`config.mk`:
```
export PLATFORM = sky130hd
export DESIGN_NAME = tkips_ctrl
export DESIGN_NICKNAME = d
export VERILOG_FILES = /design/src/sv/tkips_pkg.sv /design/src/sv/tkips_ctrl.sv
export SDC_FILE = /design/constraint.sdc
export NUM_CORES = 1
export LEC_CHECK = 0
export BUFFER_PORTS_ARGS = -buffer_cell sky130_fd_sc_hd__clkbuf_2
export CELL_PAD_IN_SITES_DETAIL_PLACEMENT = 1
export CELL_PAD_IN_SITES_GLOBAL_PLACEMENT = 2
export CORE_MARGIN = 1.5
export CORE_UTILIZATION = 26
export CTS_CLUSTER_DIAMETER = 50
export CTS_CLUSTER_SIZE = 28
export DETAILED_ROUTE_END_ITERATION = 8
export PLACE_DENSITY_LB_ADDON = 0.2
export SLEW_MARGIN = 40
export SYNTH_ARGS = -nofsm -noshare
export SYNTH_HDL_FRONTEND = slang
export SYNTH_SLANG_ARGS = --single-unit
```
`constraint.sdc`:
```
create_clock -name clk -period 4.45 [get_ports clk]
set_input_delay 0.445 -clock clk [delete_from_list [all_inputs] [get_ports clk]]
set_output_delay 0.445 -clock clk [all_outputs]
set_load 0.03 [all_outputs]
```
`src/sv/tkips_pkg.sv`:
```
package tkips_pkg;

  // Field widths of the stream items and configuration registers.
  localparam int MODE_W  = 2;
  localparam int SLOT_W  = 6;
  localparam int IDX_W   = 9;
  localparam int ELEM_W  = 16;
  localparam int KIND_W  = 2;
  localparam int RANK_W  = 3;
  localparam int SCORE_W = 39;
  localparam int VLEN_W  = 10;
  localparam int HLIM_W  = 4;
  localparam int CFGI_W  = 2;
  localparam int IN_TDATA_W  = 32;
  localparam int OUT_TDATA_W = 56;

  // Input modes.
  localparam logic [MODE_W-1:0] MODE_STORE  = 2'd0;
  localparam logic [MODE_W-1:0] MODE_REMOVE = 2'd1;
  localparam logic [MODE_W-1:0] MODE_QUERY  = 2'd2;

  // Result kinds.
  localparam logic [KIND_W-1:0] KIND_REMOVE = 2'd0;
  localparam logic [KIND_W-1:0] KIND_HIT    = 2'd1;
  localparam logic [KIND_W-1:0] KIND_NOHIT  = 2'd2;

  // Configuration register indexes.
  localparam logic [CFGI_W-1:0] CFG_VLEN = 2'd0;
  localparam logic [CFGI_W-1:0] CFG_HLIM = 2'd1;
  localparam logic [CFGI_W-1:0] CFG_THR  = 2'd2;

  // Configuration reset values.
  localparam logic [VLEN_W-1:0] VLEN_RST = 10'd128;
  localparam logic [HLIM_W-1:0] HLIM_RST = 4'd5;

  // Score saturation limits.
  localparam logic signed [SCORE_W-1:0] SCORE_MAX = {1'b0, {(SCORE_W-1){1'b1}}};
  localparam logic signed [SCORE_W-1:0] SCORE_MIN = {1'b1, {(SCORE_W-1){1'b0}}};

  // Commands from the controller to the datapath.
  typedef struct packed {
    logic store;
    logic remove;
    logic query_wr;
    logic search_start;
    logic slot_next;
    logic mac_start;
    logic mac_step;
    logic insert;
    logic load_resp;
    logic load_hit;
  } cmd_t;

  // Status from the datapath to the controller.
  typedef struct packed {
    logic in_ok;
    logic is_final;
    logic slot_done;
    logic slot_valid;
    logic mac_last;
    logic pipe_busy;
    logic emit_done;
    logic can_load;
  } sts_t;

endpackage

```
`src/sv/tkips_ctrl.sv`:
```
module tkips_ctrl (
  input  logic                         clk,
  input  logic                         rst,
  input  logic                         in_valid,
  input  logic [tkips_pkg::MODE_W-1:0] in_mode,
  input  tkips_pkg::sts_t              sts,
  output logic                         in_ready,
  output tkips_pkg::cmd_t              cmd
);

  typedef enum logic [7:0] {
    ST_IDLE   = 8'b00000001,
    ST_RESP   = 8'b00000010,
    ST_SLOT   = 8'b00000100,
    ST_MAC    = 8'b00001000,
    ST_DRAIN  = 8'b00010000,
    ST_INSERT = 8'b00100000,
    ST_EMIT   = 8'b01000000,
    ST_SPARE  = 8'b10000000
  } state_t;

  state_t state, state_next;
  logic   in_fire;

  assign in_ready = (state == ST_IDLE);
  assign in_fire  = in_valid && in_ready;

  // Next state and command decode.
  always_comb begin
    state_next = state;
    cmd        = '0;
    case (state)
      ST_IDLE: begin
        if (in_fire) begin
          case (in_mode)
            tkips_pkg::MODE_STORE: begin
              cmd.store = 1'b1;
            end
            tkips_pkg::MODE_REMOVE: begin
              cmd.remove = 1'b1;
              state_next = ST_RESP;
            end
            tkips_pkg::MODE_QUERY: begin
              cmd.query_wr = sts.in_ok;
              if (sts.in_ok && sts.is_final) begin
                cmd.search_start = 1'b1;
                state_next       = ST_SLOT;
              end
            end
            default: begin
            end
          endcase
        end
      end
      ST_RESP: begin
        if (sts.can_load) begin
          cmd.load_resp = 1'b1;
          state_next    = ST_IDLE;
        end
      end
      ST_SLOT: begin
        if (sts.slot_done) begin
          state_next = ST_EMIT;
        end else if (sts.slot_valid) begin
          cmd.mac_start = 1'b1;
          state_next    = ST_MAC;
        end else begin
          cmd.slot_next = 1'b1;
        end
      end
      ST_MAC: begin
        cmd.mac_step = 1'b1;
        if (sts.mac_last) begin
          state_next = ST_DRAIN;
        end
      end
      ST_DRAIN: begin
        if (!sts.pipe_busy) begin
          state_next = ST_INSERT;
        end
      end
      ST_INSERT: begin
        cmd.insert    = 1'b1;
        cmd.slot_next = 1'b1;
        state_next    = ST_SLOT;
      end
      ST_EMIT: begin
        if (sts.can_load) begin
          cmd.load_hit = 1'b1;
          if (sts.emit_done) begin
            state_next = ST_IDLE;
          end
        end
      end
      default: begin
        state_next = ST_IDLE;
      end
    endcase
  end

  always_ff @(posedge clk) begin
    if (rst) begin
      state <= ST_IDLE;
    end else begin
      state <= state_next;
    end
  end

endmodule

```
# Word-level counts from Yosys, hierarchy flattened
# Cells that the tools add are included.
# W data, S select, Z words.
# word_totals
ff_bits	8
inputBits	13
wordCells	50
# op_classes
n_eq_ne	18
muxes	27
reduce_logical	4
# op_table
cell	n
$mux W8	9
$pmux W8 S7	1
$pmux W8 S2	1
$mux W1	11
$ne A2 B2 Y1 const B	5
$reduce_and A9 Y1	1
$eq A8 B1 Y1 const B	1
$eq A8 B2 Y1 const B	1
$eq A8 B3 Y1 const B	1
$eq A8 B4 Y1 const B	1
$eq A8 B5 Y1 const B	1
$eq A8 B6 Y1 const B	1
$eq A8 B7 Y1 const B	1
$mux W4	2
$ne A3 B3 Y1 const B	2
$mux W2	2
$ne A3 B1 Y1 const B	1
$eq A2 B1 Y1 const B	1
$eq A2 B2 Y1 const B	1
$logic_and A1 B1 Y1	2
$logic_not A2 Y1	1
$ne A2 B1 Y1 const B	1
$pmux W1 S2	1

# Longest topological paths before layout
# logic_depth
word_depth	5
mapped_depth	7
ltp_nobuf	5

# Worst setup path before layout
# Ideal clock, no wire load.
# synth_timing
path_kind	reg2out
startpoint	reg state[2]
endpoint	out cmd[6] (netlist name)
arrival_time_ns	2.058
required_ns	4.005
slack_ns	1.947
stages_incl_launch_ff	7
n_path_buf	1
path_cell_list	dfxtp_1 -> nor3_1 -> and4b_2 -> buf_2 -> nand2_1 -> nor2_1 -> and2_1
# synth_rtl
item	line_no	text
start, declared	tkips_ctrl.sv:22	state_t state, state_next;
start signal, assigned	tkips_ctrl.sv:105	state <= state_next;
end, declared	tkips_ctrl.sv:8	output tkips_pkg::cmd_t cmd

==> flow_metrics.py <==
metrics = {
    "pwr": {
        "power_uw": 319.2,
        "max-vdd-ir-drop_mv": 0.2911,
        "cellPowerDensity_nw_per_um2": 437.5,
        "p_leak_nw": 0.3250,
    },
    "layout": {
        "post-route-util_pct": 33.62,
        "drive_above_1_share_pct": 32.65,
        "syn2layout_area_growth_pct": 24.31,
        "layout.cells.non_filler": 126,
        "top_regs": "state: 7 flops",
        "fin_area_um2": 729.5,
        "diodes": 0,
        "largest_register": "state",
        "fin_nets": 112,
        "n_fill_cell": 300,
        "largest_reg_flops": 7,
    },
    "critical_path": {
        "cp_slowest_cell": "or4_4",
        "crit_fanout": 10,
        "startpoint_type": "register",
        "critical_path.cell_chain": "or4_4, nor2_2, nand4b_1, nand2b_1, clkbuf_2",
        "crit_buf_inv": 1,
        "path_delay_family": "simple AND/OR/NAND/NOR gates",
        "timing_worst_setup_path_type": "reg -> out",
        "arrival_ns": 1.98,
        "required_ns": 4.01,
        "cpPeakStageDelay_ns": 0.59,
        "end_kind": "output pin",
    },
    "place": {
        "numPortBuffers": 23,
        "place.gp.congestion": 0.7242,
        "dp_cells": 122,
        "place_hpwl_um": 1272,
        "place_area_um2": 703.2,
    },
    "clock_network": {
        "cts_tree": "done",
        "post_cts_resized": 0,
        "clock_latency_ns": 0.25,
        "cts_buffers": 3,
        "root_buffer": "clkbuf_4",
        "post_cts_buffers": 0,
        "clkTransAtPathRegs_ns": 0.06,
        "ctsHoldBuffers": 0,
        "clk_path_buf_depth": 2,
        "cts.sinks": 7,
        "cts-htree-levels": 1,
    },
    "synthesis": {
        "yosysSeqAreaShare_pct": 23.88,
        "ys.flop_type": "dfxtp_1",
        "yosysWarnings": 0,
        "synth_edf_count": 0,
        "synthCells": 76,
        "synthAdderAreaFrac_pct": 0,
        "synth_compound_area_share_pct": 15.35,
        "yosysTopAreaCellShare_pct": 23.88,
        "synth_cell_type_count": 41,
        "synth-seq-cells": 7,
        "synth.avg_cell_area_um2": 7.721,
        "yosys.area.top_type": "dfxtp_1",
        "syn_nets": 89,
        "synth_area_leaders": "dfxtp_1 24%, nand2_1 5.1%, nor3_1 4.3%",
        "synthMuxAreaShare_pct": 1.706,
        "async_flop_share_pct": 0,
        "synth_area_um2": 586.8,
        "synth_top_family_by_area": "simple AND/OR/NAND/NOR gates",
        "synth_xor_area_share_pct": 2.985,
        "synth-simple-area-share_pct": 47.76,
    },
    "sta": {
        "finalHoldViolCount": 0,
        "tightest_slew_ns": 0.4313,
        "slew_violations": 0,
        "max_freq_ghz": 0.4124,
        "setup-tns-final_ns": 0,
        "setup_violations": 0,
        "slew_headroom_pct": 70.79,
        "timing.final.crit_share_pct": 54.49,
        "fin_skew_ns": 0.006058,
        "rsz0062_at_grt": "false",
        "period_minus_slack_ns": 2.425,
    },
    "route": {
        "dr.pass1.iters": 3,
        "drcViolationCount": 0,
        "antenna_left": 0,
        "wl_per_cell_um": 12.13,
        "wl_um": 1529,
        "drtIter0Drc": 6,
        "viasPerCell": 5.079,
        "num_vias": 640,
    },
    "outcome": {
        "status": "completed",
    },
    "die": {
        "core.rowCount": 17,
        "die-area_um2": 2551,
        "dieWidth_um": 50.51,
        "io_pins": 24,
        "start_util_pct": 27.05,
        "coreArea_um2": 2170,
        "die_h_um": 50.51,
    },
    "grt": {
        "gr-total-overflow": 0,
        "grt_use_total_pct": 12.97,
        "grt_start_max_net_pins": 11,
        "antenna_found_initial": 0,
        "grt_pass1_wl_um": 2442,
        "grt_pass1_vias": 546,
    },
    "job": {
        "maxCapViolations": 0,
    },
    "worst_hold_path": {
        "holdCritPathClass": "in -> reg",
    },
}
[area by class of cell]
cell class	count	area, um2	area share (%)
inverters	4	15.01	2.058
clock buffers	4	26.28	3.602
repair buffers	23	115.1	15.78
multi-input cells	60	397.9	54.55
flip-flops and latches	7	140.1	19.21
well taps	28	35.03	4.803
[final timing paths]
kind / startpoint / endpoint / slack (ns) / depth (start not counted)
worst max-delay path: state[1] / cmd[5] / 2.03 / 5
worst min-delay path: rst / state[2] / 0.44 / 2
worst min register to register: state[2] / state[3] / 0.61 / 2
worst max register to register: state[1] / state[1] / 2.64 / 5
[synthesized netlist by cell type, types with 2 or more instances]
cell type / count
and3_1: 2
buf_2: 3
dfxtp_1: 7
inv_1: 4
nand2_1: 8
nand2b_1: 2
nand3_1: 2
nand3b_1: 3
nand4_1: 2
nor2_1: 6
nor2b_1: 2
nor3_1: 5
nor4_1: 2
[cell families (layout without fill, tap and decap cells)]
group,after synthesis,count (layout)
AO/OA/AOI/OAI,12,12
XOR/XNOR,2,2
buffers and inverters,9,31
flip-flops,7,7
multiplexers,1,1
AND/OR/NAND/NOR,45,45
[stage by stage]
stage,setup slack [ns],hold WS [ns]
after global routing,1.888,0.4470
final,2.025,0.4362
after floorplan,1.947,0.5074
after detailed placement,2.302,0.6025
after global placement,2.304,0.6031
after CTS,2.026,0.4354
[worst register-to-register path: stages (launching register included)]
cell      delay (ns)
dfxtp_1         0.41
or4_4           0.60
nor2_2          0.14
nand4b_1        0.23
nand3_1         0.19
mux2i_1         0.18
[placed cells by master, fill, tap and decap left out, types with 2 or more instances in the layout]
master / synthesis / layout
nor2b_1: 2 / 2
nand3_1: 2 / 2
dfxtp_1: 7 / 7
clkbuf_2: 0 / 23
and3_1: 2 / 2
nand2b_1: 2 / 2
nor4_1: 2 / 2
nand4_1: 2 / 2
clkbuf_4: 0 / 3
nor2_1: 6 / 6
nand3b_1: 3 / 3
nor3_1: 5 / 5
nand2_1: 8 / 8
inv_1: 4 / 4
[routing by layer]
layer  up-vias  routed length (um)  GRT usage, %
met5         -                   0             0
li1        325                   -             -
met3         4                  86         3.571
met4         0                  20         6.757
met1       295                 726         16.06
met2        16                 696         20.39
[power by group]
group	internal (mW)	total (mW)	switching (mW)
combinational	0.0662	0.162	0.0956
sequential	0.0728	0.0991	0.0263
clock	0.0343	0.0583	0.0240
Note: power is estimated with default switching activity, not from simulation.
